**config.mk**
```make
export PLATFORM = sky130hd
export DESIGN_NAME = short_key_deque_with_purge_flat
export DESIGN_NICKNAME = d
export VERILOG_FILES = /design/src/skdq_pkg.sv /design/src/skdq_req_if.sv /design/src/skdq_rsp_if.sv /design/src/skdq_front.sv /design/src/skdq_back.sv /design/src/short_key_deque_with_purge.sv /design/src/flat_wrapper.sv
export SDC_FILE = /design/constraint.sdc
export NUM_CORES = 1
export LEC_CHECK = 0
export BUFFER_PORTS_ARGS = -buffer_cell sky130_fd_sc_hd__buf_4
export CAP_MARGIN = 25
export CORE_AREA = 2 2 444 402
export CTS_CLUSTER_DIAMETER = 120
export DETAILED_ROUTE_END_ITERATION = 10
export DIE_AREA = 0 0 446 404
export PLACE_DENSITY = 0.5
export SLEW_MARGIN = 15
export SYNTH_ARGS = -nofsm -noshare
export SYNTH_HDL_FRONTEND = slang
export SYNTH_SLANG_ARGS = --single-unit
export TNS_END_PERCENT = 1
```
**constraint.sdc**
```tcl
create_clock -name clk -period 42.3 [get_ports clk]
set_input_delay 2.115 -clock clk [delete_from_list [all_inputs] [get_ports clk]]
set_output_delay 2.115 -clock clk [all_outputs]
set_load 0.02 [all_outputs]
```
**src/skdq_pkg.sv**
```systemverilog
// Shared types and constants for the short key deque.
`timescale 1ns / 1ps
package skdq_pkg;

    localparam int CAPACITY_DEF = 16;
    localparam int KIND_W       = 3;
    localparam int HEAD_W       = 64;
    localparam int TAIL_W       = 8;
    localparam int KEY_W        = HEAD_W + TAIL_W;
    localparam int COUNT_W      = 5;

    localparam logic [KIND_W-1:0] KIND_APPEND    = 3'd0;
    localparam logic [KIND_W-1:0] KIND_PREPEND   = 3'd1;
    localparam logic [KIND_W-1:0] KIND_REM_FIRST = 3'd2;
    localparam logic [KIND_W-1:0] KIND_REM_LAST  = 3'd3;
    localparam logic [KIND_W-1:0] KIND_PURGE     = 3'd4;
    localparam logic [KIND_W-1:0] KIND_DUMP      = 3'd5;

    typedef struct packed {
        logic [KIND_W-1:0] kind;
        logic [HEAD_W-1:0] key_head;
        logic [TAIL_W-1:0] key_tail;
    } cmd_t;

    typedef struct packed {
        logic [HEAD_W-1:0]  entry_head;
        logic [TAIL_W-1:0]  entry_tail;
        logic               entry_valid;
        logic [COUNT_W-1:0] count_after;
        logic [COUNT_W-1:0] removed_count;
        logic               full_refused;
        logic               last_result;
    } rsp_t;

endpackage

```
**src/skdq_req_if.sv**
```systemverilog
// Request channel carrying one deque operation.
`timescale 1ns / 1ps
interface skdq_req_if
    import skdq_pkg::*;
();
    logic              valid;
    logic              ready;
    logic [KIND_W-1:0] kind;
    logic [HEAD_W-1:0] key_head;
    logic [TAIL_W-1:0] key_tail;

    modport source (output valid, kind, key_head, key_tail, input ready);
    modport sink   (input valid, kind, key_head, key_tail, output ready);
endinterface

```
**src/skdq_rsp_if.sv**
```systemverilog
// Result channel carrying one result of a deque operation.
`timescale 1ns / 1ps
interface skdq_rsp_if
    import skdq_pkg::*;
();
    logic               valid;
    logic               ready;
    logic [HEAD_W-1:0]  entry_head;
    logic [TAIL_W-1:0]  entry_tail;
    logic               entry_valid;
    logic [COUNT_W-1:0] count_after;
    logic [COUNT_W-1:0] removed_count;
    logic               full_refused;
    logic               last_result;

    modport source (output valid, entry_head, entry_tail, entry_valid, count_after,
                    removed_count, full_refused, last_result, input ready);
    modport sink   (input valid, entry_head, entry_tail, entry_valid, count_after,
                    removed_count, full_refused, last_result, output ready);
endinterface

```
**src/skdq_front.sv**
```systemverilog
// Front end: accepts requests, canonicalizes the key and queues the command.
`timescale 1ns / 1ps
module skdq_front
    import skdq_pkg::*;
(
    input  logic         clk,
    input  logic         rst_n,
    skdq_req_if.sink     req,
    output logic         cmd_valid,
    output cmd_t         cmd,
    input  logic         cmd_pop
);

    cmd_t        q_reg [2];
    logic        wr_ptr_reg, wr_ptr_next;
    logic        rd_ptr_reg, rd_ptr_next;
    logic [1:0]  fill_reg, fill_next;
    logic        push;
    logic        seen;
    cmd_t        canon;

    // A key ends at its first zero byte; everything after it reads as zero.
    always_comb
    begin
        seen           = 1'b0;
        canon.kind     = req.kind;
        canon.key_head = '0;
        for (int b = 0; b < 8; b++)
        begin
            if (req.key_head[HEAD_W-1-8*b -: 8] == 8'd0)
            begin
                seen = 1'b1;
            end
            canon.key_head[HEAD_W-1-8*b -: 8] = seen ? 8'd0 : req.key_head[HEAD_W-1-8*b -: 8];
        end
        canon.key_tail = seen ? '0 : req.key_tail;
    end

    assign req.ready = (fill_reg != 2'd2);
    assign push      = req.valid && req.ready;
    assign cmd_valid = (fill_reg != 2'd0);
    assign cmd       = q_reg[rd_ptr_reg];

    always_comb
    begin
        wr_ptr_next = push ? ~wr_ptr_reg : wr_ptr_reg;
        rd_ptr_next = cmd_pop ? ~rd_ptr_reg : rd_ptr_reg;
        fill_next   = fill_reg + {1'b0, push} - {1'b0, cmd_pop};
    end

    always_ff @(posedge clk or negedge rst_n)
    begin
        if (!rst_n)
        begin
            wr_ptr_reg <= 1'b0;
            rd_ptr_reg <= 1'b0;
            fill_reg   <= 2'd0;
        end
        else
        begin
            wr_ptr_reg <= wr_ptr_next;
            rd_ptr_reg <= rd_ptr_next;
            fill_reg   <= fill_next;
        end
    end

    always_ff @(posedge clk)
    begin
        if (push)
        begin
            q_reg[wr_ptr_reg] <= canon;
        end
    end

endmodule

```
**src/skdq_back.sv**
```systemverilog
// Back end: ring buffer store, operation sequencer and result register.
`timescale 1ns / 1ps
module skdq_back
    import skdq_pkg::*;
#(
    parameter int CAPACITY = CAPACITY_DEF
)
(
    input  logic clk,
    input  logic rst_n,
    input  logic cmd_valid,
    input  cmd_t cmd,
    output logic cmd_pop,
    output logic rsp_valid,
    input  logic rsp_ready,
    output rsp_t rsp_data
);

    localparam int AW = (CAPACITY > 1) ? $clog2(CAPACITY) : 1;
    localparam int CW = $clog2(CAPACITY + 1);
    localparam int SW = CW + 1;
    localparam logic [CW-1:0] CAP_C  = CW'(CAPACITY);
    localparam logic [AW-1:0] LAST_A = AW'(CAPACITY - 1);

    localparam logic [2:0] ST_IDLE   = 3'd0;
    localparam logic [2:0] ST_RESULT = 3'd1;
    localparam logic [2:0] ST_DREAD  = 3'd2;
    localparam logic [2:0] ST_DEMIT  = 3'd3;
    localparam logic [2:0] ST_PREAD  = 3'd4;
    localparam logic [2:0] ST_PCMP   = 3'd5;

    logic [KEY_W-1:0] mem [CAPACITY];
    logic [KEY_W-1:0] rd_data_reg;

    logic [2:0]       state_reg, state_next;
    logic [AW-1:0]    first_reg, first_next;
    logic [CW-1:0]    count_reg, count_next;
    logic [CW-1:0]    idx_reg, idx_next;
    logic [CW-1:0]    wptr_reg, wptr_next;
    logic [CW-1:0]    removed_reg, removed_next;
    logic             refused_reg, refused_next;
    logic [KEY_W-1:0] key_reg, key_next;
    logic             out_valid_reg, out_valid_next;
    rsp_t             out_reg, out_next;

    logic             wr_en, rd_en;
    logic [AW-1:0]    wr_addr, rd_addr;
    logic [KEY_W-1:0] wr_data;
    logic             out_free;
    logic [CW-1:0]    idx_inc;
    logic             at_end;
    logic             match;

    // Logical position to ring slot; the sum stays below twice the capacity.
    function automatic logic [AW-1:0] phys(input logic [AW-1:0] base, input logic [CW-1:0] ofs);
        logic [SW-1:0] sum;
        sum = SW'(base) + SW'(ofs);
        if (sum >= SW'(CAPACITY))
        begin
            sum = sum - SW'(CAPACITY);
        end
        return sum[AW-1:0];
    endfunction

    assign out_free  = !out_valid_reg || rsp_ready;
    assign rsp_valid = out_valid_reg;
    assign rsp_data  = out_reg;
    assign idx_inc   = idx_reg + 1'b1;
    assign at_end    = (idx_inc == count_reg);
    assign match     = (rd_data_reg == key_reg);

    always_comb
    begin
        state_next     = state_reg;
        first_next     = first_reg;
        count_next     = count_reg;
        idx_next       = idx_reg;
        wptr_next      = wptr_reg;
        removed_next   = removed_reg;
        refused_next   = refused_reg;
        key_next       = key_reg;
        out_next       = out_reg;
        out_valid_next = (out_valid_reg && !rsp_ready);
        cmd_pop        = 1'b0;
        wr_en          = 1'b0;
        rd_en          = 1'b0;
        wr_addr        = phys(first_reg, wptr_reg);
        rd_addr        = phys(first_reg, idx_reg);
        wr_data        = {cmd.key_head, cmd.key_tail};

        case (state_reg)
            ST_IDLE:
            begin
                if (cmd_valid)
                begin
                    cmd_pop      = 1'b1;
                    removed_next = '0;
                    refused_next = 1'b0;
                    idx_next     = '0;
                    wptr_next    = '0;
                    key_next     = {cmd.key_head, cmd.key_tail};
                    state_next   = ST_RESULT;
                    case (cmd.kind)
                        KIND_APPEND:
                        begin
                            if (count_reg == CAP_C)
                            begin
                                refused_next = 1'b1;
                            end
                            else
                            begin
                                wr_en      = 1'b1;
                                wr_addr    = phys(first_reg, count_reg);
                                count_next = count_reg + 1'b1;
                            end
                        end
                        KIND_PREPEND:
                        begin
                            if (count_reg == CAP_C)
                            begin
                                refused_next = 1'b1;
                            end
                            else
                            begin
                                first_next = (first_reg == '0) ? LAST_A : first_reg - 1'b1;
                                wr_en      = 1'b1;
                                wr_addr    = first_next;
                                count_next = count_reg + 1'b1;
                            end
                        end
                        KIND_REM_FIRST:
                        begin
                            if (count_reg != '0)
                            begin
                                first_next   = phys(first_reg, CW'(1));
                                count_next   = count_reg - 1'b1;
                                removed_next = CW'(1);
                            end
                        end
                        KIND_REM_LAST:
                        begin
                            if (count_reg != '0)
                            begin
                                count_next   = count_reg - 1'b1;
                                removed_next = CW'(1);
                            end
                        end
                        KIND_PURGE:
                        begin
                            if (count_reg != '0)
                            begin
                                state_next = ST_PREAD;
                            end
                        end
                        KIND_DUMP:
                        begin
                            // An empty dump gives the same single result as the
                            // other kinds with nothing removed.
                            if (count_reg != '0)
                            begin
                                state_next = ST_DREAD;
                            end
                        end
                        default:
                        begin
                            state_next = ST_RESULT;
                        end
                    endcase
                end
            end
            ST_RESULT:
            begin
                if (out_free)
                begin
                    out_valid_next        = 1'b1;
                    out_next.entry_head   = '0;
                    out_next.entry_tail   = '0;
                    out_next.entry_valid  = 1'b0;
                    out_next.count_after  = COUNT_W'(count_reg);
                    out_next.removed_count = COUNT_W'(removed_reg);
                    out_next.full_refused = refused_reg;
                    out_next.last_result  = 1'b1;
                    state_next            = ST_IDLE;
                end
            end
            ST_DREAD:
            begin
                rd_en      = 1'b1;
                state_next = ST_DEMIT;
            end
            ST_DEMIT:
            begin
                if (out_free)
                begin
                    out_valid_next         = 1'b1;
                    out_next.entry_head    = rd_data_reg[KEY_W-1:TAIL_W];
                    out_next.entry_tail    = rd_data_reg[TAIL_W-1:0];
                    out_next.entry_valid   = 1'b1;
                    out_next.count_after   = COUNT_W'(count_reg);
                    out_next.removed_count = '0;
                    out_next.full_refused  = 1'b0;
                    out_next.last_result   = at_end;
                    idx_next               = idx_inc;
                    state_next             = at_end ? ST_IDLE : ST_DREAD;
                end
            end
            ST_PREAD:
            begin
                rd_en      = 1'b1;
                state_next = ST_PCMP;
            end
            ST_PCMP:
            begin
                // Survivors are copied down to the write position in order.
                if (match)
                begin
                    removed_next = removed_reg + 1'b1;
                end
                else
                begin
                    wr_en     = 1'b1;
                    wr_data   = rd_data_reg;
                    wptr_next = wptr_reg + 1'b1;
                end
                idx_next = idx_inc;
                if (at_end)
                begin
                    count_next = wptr_next;
                    state_next = ST_RESULT;
                end
                else
                begin
                    state_next = ST_PREAD;
                end
            end
            default:
            begin
                state_next = ST_IDLE;
            end
        endcase
    end

    always_ff @(posedge clk or negedge rst_n)
    begin
        if (!rst_n)
        begin
            state_reg     <= ST_IDLE;
            first_reg     <= '0;
            count_reg     <= '0;
            idx_reg       <= '0;
            wptr_reg      <= '0;
            removed_reg   <= '0;
            refused_reg   <= 1'b0;
            out_valid_reg <= 1'b0;
        end
        else
        begin
            state_reg     <= state_next;
            first_reg     <= first_next;
            count_reg     <= count_next;
            idx_reg       <= idx_next;
            wptr_reg      <= wptr_next;
            removed_reg   <= removed_next;
            refused_reg   <= refused_next;
            out_valid_reg <= out_valid_next;
        end
    end

    always_ff @(posedge clk)
    begin
        key_reg <= key_next;
        out_reg <= out_next;
    end

    always_ff @(posedge clk)
    begin
        if (wr_en)
        begin
            mem[wr_addr] <= wr_data;
        end
        if (rd_en)
        begin
            rd_data_reg <= mem[rd_addr];
        end
    end

endmodule

```
**src/short_key_deque_with_purge.sv**
```systemverilog
// Short key deque: one result per request, one per entry for a non-empty dump.
//
// The req channel carries one operation (append, prepend, remove first,
// remove last, remove all matching, dump) with a nine byte key; the rsp
// channel carries results, and last_result marks the final one of a request.
// A front end canonicalizes keys and holds up to two requests, so req can
// stay ready while the back end works. The back end keeps the entries in
// a ring buffer memory and runs one request at a time.
// Inserts and removals go through the result state to the result register.
// Remove all matching reads and compares each entry in turn; dump reads and
// emits each in turn, as set by the single registered memory read port.
// Reset empties the store at once; no clearing pass is run.
// When the receiver holds rsp.ready low, the result register keeps its
// contents and the back end waits; the front queue then fills and drops
// req.ready.
`timescale 1ns / 1ps
module short_key_deque_with_purge
    import skdq_pkg::*;
#(
    parameter int CAPACITY = CAPACITY_DEF
)
(
    input  logic       clk,
    input  logic       rst_n,
    skdq_req_if.sink   req,
    skdq_rsp_if.source rsp
);

    logic cmd_valid;
    logic cmd_pop;
    cmd_t cmd;
    rsp_t rsp_data;

    skdq_front u_front (
        .clk       (clk),
        .rst_n     (rst_n),
        .req       (req),
        .cmd_valid (cmd_valid),
        .cmd       (cmd),
        .cmd_pop   (cmd_pop)
    );

    skdq_back #(
        .CAPACITY (CAPACITY)
    ) u_back (
        .clk       (clk),
        .rst_n     (rst_n),
        .cmd_valid (cmd_valid),
        .cmd       (cmd),
        .cmd_pop   (cmd_pop),
        .rsp_valid (rsp.valid),
        .rsp_ready (rsp.ready),
        .rsp_data  (rsp_data)
    );

    assign rsp.entry_head    = rsp_data.entry_head;
    assign rsp.entry_tail    = rsp_data.entry_tail;
    assign rsp.entry_valid   = rsp_data.entry_valid;
    assign rsp.count_after   = rsp_data.count_after;
    assign rsp.removed_count = rsp_data.removed_count;
    assign rsp.full_refused  = rsp_data.full_refused;
    assign rsp.last_result   = rsp_data.last_result;

endmodule

```
**src/flat_wrapper.sv**
```systemverilog
// flat-port wrapper written by rule: the top's interface ports become plain ports
module short_key_deque_with_purge_flat import skdq_pkg::*;
#(
    parameter int CAPACITY = CAPACITY_DEF
)
  (clk, rst_n, req_valid, req_kind, req_key_head, req_key_tail, req_ready, rsp_valid, rsp_entry_head, rsp_entry_tail, rsp_entry_valid, rsp_count_after, rsp_removed_count, rsp_full_refused, rsp_last_result, rsp_ready);
  skdq_req_if req_i ();
  skdq_rsp_if rsp_i ();
  input  logic clk;
  input  logic rst_n;
  input wire logic [$bits(req_i.valid)-1:0] req_valid;
  input wire logic [$bits(req_i.kind)-1:0] req_kind;
  input wire logic [$bits(req_i.key_head)-1:0] req_key_head;
  input wire logic [$bits(req_i.key_tail)-1:0] req_key_tail;
  output wire logic [$bits(req_i.ready)-1:0] req_ready;
  output wire logic [$bits(rsp_i.valid)-1:0] rsp_valid;
  output wire logic [$bits(rsp_i.entry_head)-1:0] rsp_entry_head;
  output wire logic [$bits(rsp_i.entry_tail)-1:0] rsp_entry_tail;
  output wire logic [$bits(rsp_i.entry_valid)-1:0] rsp_entry_valid;
  output wire logic [$bits(rsp_i.count_after)-1:0] rsp_count_after;
  output wire logic [$bits(rsp_i.removed_count)-1:0] rsp_removed_count;
  output wire logic [$bits(rsp_i.full_refused)-1:0] rsp_full_refused;
  output wire logic [$bits(rsp_i.last_result)-1:0] rsp_last_result;
  input wire logic [$bits(rsp_i.ready)-1:0] rsp_ready;
  assign req_i.valid = req_valid;
  assign req_i.kind = req_kind;
  assign req_i.key_head = req_key_head;
  assign req_i.key_tail = req_key_tail;
  assign req_ready = req_i.ready;
  assign rsp_valid = rsp_i.valid;
  assign rsp_entry_head = rsp_i.entry_head;
  assign rsp_entry_tail = rsp_i.entry_tail;
  assign rsp_entry_valid = rsp_i.entry_valid;
  assign rsp_count_after = rsp_i.count_after;
  assign rsp_removed_count = rsp_i.removed_count;
  assign rsp_full_refused = rsp_i.full_refused;
  assign rsp_last_result = rsp_i.last_result;
  assign rsp_i.ready = rsp_ready;
  short_key_deque_with_purge #(.CAPACITY(CAPACITY)) u_core (.clk(clk), .rst_n(rst_n), .req(req_i), .rsp(rsp_i));
endmodule
```
==> qor.yml <==
run_status:
  status: "finished clean"
cells_and_area:
  nets: 3485
  area_delta_synth_final_pct: 15.4
  layout-drive-gt1-share: 0.265
  largest_register_ffs: 1152
critical_path:
  cp-end-kind: "register"
  crit_slowest_cell: "fa_4"
  cp.required_ns: 42.78
  cp-startpoint: "u_core.u_back.first_reg[1]"
  cp-start-kind: "register"
  r2r_start: "u_core.u_back.first_reg[1]"
  slowest_delay_ns: 1.28
  worst-setup-path-type: "register to register"
  critPathMaxFanout: 56
  cp.arrival_ns: 5.94
  crit_path_frequent_cell: "buf_4"
  path_cells: "inv_1, fa_4, buf_4, buf_4, buf_4, mux4_2, nand2_1, and3_1, a31oi_1"
route:
  dr_total_vias: 30400
  routed_wl_um: 168000
  routedWlPerCell_um: 28.9
  drtPass1Iterations: 7
  viasPerCell: 5.23
  drtIter0Drc: 2868
  ant_nets: 0
  drc_errors: 0
floorplan:
  initial_core_util: 0.349
  rows: 146
  io_pins: 166
  die_area_um2: 180000
  die_w_um: 446
  die_h_um: 404
  coreArea_um2: 175000
logic_synthesis:
  yosysWarnings: 0
  synthArstFlopShare: 0.0211
  synth.avg_cell_area_um2: 19.6
  synth_top_area_share: 0.751
  synth_cell_types: 52
  ys_seq_area_frac: 0.765
  synth.mux.area_fraction: 0.134
  synthTopCellsByArea: "edfxtp_1 75%, mux4_2 11%, mux2_2 2.7%"
  synth_nets: 3228
  syn-instance-count: 3126
  yosys.area_share.simple: 0.0532
  yosys.area_share.adder: 0.00519
  syn_area_um2: 61200
  synth_top_family_by_area: "multiplexers"
  synth_seq_cells: 1564
  synth_edf_count: 1531
  yosysTopAreaCell: "edfxtp_1"
  synth_top_flop_cell: "edfxtp_1"
  synth_xor_area_frac: 0.0152
  synth_compound_area_frac: 0.0160
clocking:
  cts_post_setup_buffers_inserted: 0
  cts_resized: 0
  clk_pin_slew_ns: 0.06
  holdBufCountCts: 0
  cts_root_buffer: "clkbuf_16"
  cts_sinks: 1564
  clockBufferDepth: 3
  htreeDepth: 4
  clk_latency_ns: 0.80
  numCtsBuffers: 167
  cts_tree: "done"
grt:
  grtUsageTotal: 0.186
  antenna_found_initial: 5
  grt_pass1_vias: 31100
  grt_max_degree: 95
  grt_pass1_wl_um: 238000
  grt-ovfl-total: 0
timing:
  max_slew_margin: 0.302
  worst_pin_slew_ns: 1.05
  setup_viol: 0
  finalClockSkew_ns: 0.0450
  holdWs_ns: 0.483
  slew_viol_final: 0
  min_period_ns: 5.46
  setup_tns_ns: 0
  rsz0062_at_grt: "no"
  finalHoldViolCount: 0
  fmax_mhz: 183
  finalCritPeriodShare: 0.129
flow_run:
  max_cap_viol_count: 0
placement:
  gp_congestion: 0.754
  io_buffers: 165
  hpwl_um: 96900
hold_path:
  hp-start: "u_core.u_back.refused_reg"
  hold_class: "register to register"
[routing by layer]
metal  track usage  routed length (µm)  share of wire
met2         0.303               81600           0.49
met3        0.0309                8730          0.052
met5             0                   0              0
met1         0.260               73800           0.44
met4        0.0494                3850          0.023
[synthesized netlist by cell type, drive strengths merged, types with 2 or more instances]
| cell | instances |
|---|---|
| a2111oi | 3 |
| a211oi | 4 |
| a21o | 6 |
| a21oi | 26 |
| a221oi | 2 |
| a31oi | 77 |
| and2 | 126 |
| and3 | 89 |
| buf | 48 |
| clkbuf | 106 |
| dfrtp | 33 |
| edfxtp | 1531 |
| fa | 4 |
| ha | 19 |
| inv | 18 |
| mux2 | 147 |
| mux2i | 7 |
| mux4 | 288 |
| nand2 | 326 |
| nand2b | 7 |
| nand3 | 13 |
| nand4 | 19 |
| nor2 | 28 |
| nor2b | 8 |
| nor3 | 18 |
| nor4 | 23 |
| o21a | 2 |
| o21ai | 21 |
| o31ai | 7 |
| or4 | 3 |
| xnor2 | 86 |
| xor2 | 20 |
[final cells by class]
class                   instances  area [µm²]
repair buffers                242        1910
fillers                     15700      105000
inverters                      19        76.3
clock buffers                 219        4420
multi-input cells            1389       13900
well taps                    2294        2870
diodes                          3        7.51
flip-flops and latches       1564       46800
clock inverters                85         662
[final timing paths]
kind,end,cells after the start,slack (ns)
worst max-delay path,u_core.u_back.rd_data_reg[16],9,36.84
worst min-delay path,u_core.u_back.refused_reg,2,0.48
worst max register to register,u_core.u_back.rd_data_reg[16],9,36.84
worst min register to register,u_core.u_back.refused_reg,2,0.48
max in group asynchronous,u_core.u_front.rd_ptr_reg,1,40.62
min in group asynchronous,u_core.u_back.idx_reg[1],1,1.30
[kinds of logic (layout without fill, tap and decap cells)]
| group | Yosys count | count (layout) |
|---|---|---|
| buf+inv | 173 | 565 |
| flops | 1564 | 1564 |
| compound gates | 154 | 154 |
| mux | 442 | 442 |
| other cells | 0 | 3 |
| fa+ha+maj | 23 | 23 |
| simple gates | 664 | 664 |
| xor+xnor | 106 | 106 |
[metrics by stage]
step | worst slack, ns | std cells | utilization | instance area [µm²]
after floorplan | 27.78 | 3126 | - | 61200
after global placement | 36.73 | 5501 | 0.373 | 65400
final | 36.84 | 5815 | 0.403 | 70700
after detailed placement | 36.69 | 5505 | 0.374 | 65500
after global routing | 36.50 | 5813 | 0.403 | 70700
after CTS | 36.73 | 5809 | 0.403 | 70600
[placed cells by master, fill, tap and decap left out, types with 5 or more instances in the layout]
cell type  instances
a21o_1             5
a21oi_1           25
a31oi_1           77
and2_1           126
and3_1            88
buf_4            236
clkbuf_1          49
clkbuf_16        168
clkinv_1          37
clkinv_2          26
clkinv_8           7
dfrtp_1           32
edfxtp_1        1531
ha_1              18
inv_1             18
mux2_2           146
mux2i_1            6
mux4_2           288
nand2_1          326
nand2b_1           7
nand3_1           13
nand4_1           18
nor2_1            25
nor2b_1            8
nor3_2            15
nor4_1            20
o21ai_0           18
o31ai_1            7
xnor2_1           84
xor2_1            18
[critical path, delay by kind of cell, from the launching register on]
kind	cells	cell delay (ns)
fa+ha+maj	1	1.28
flops	1	0.59
mux	1	0.41
simple gates	2	0.25
buf+inv	4	2.40
compound gates	1	0.05
Power is not shown: default switching activity piles up to over one toggle a cycle in this logic, so the estimate is an artifact.
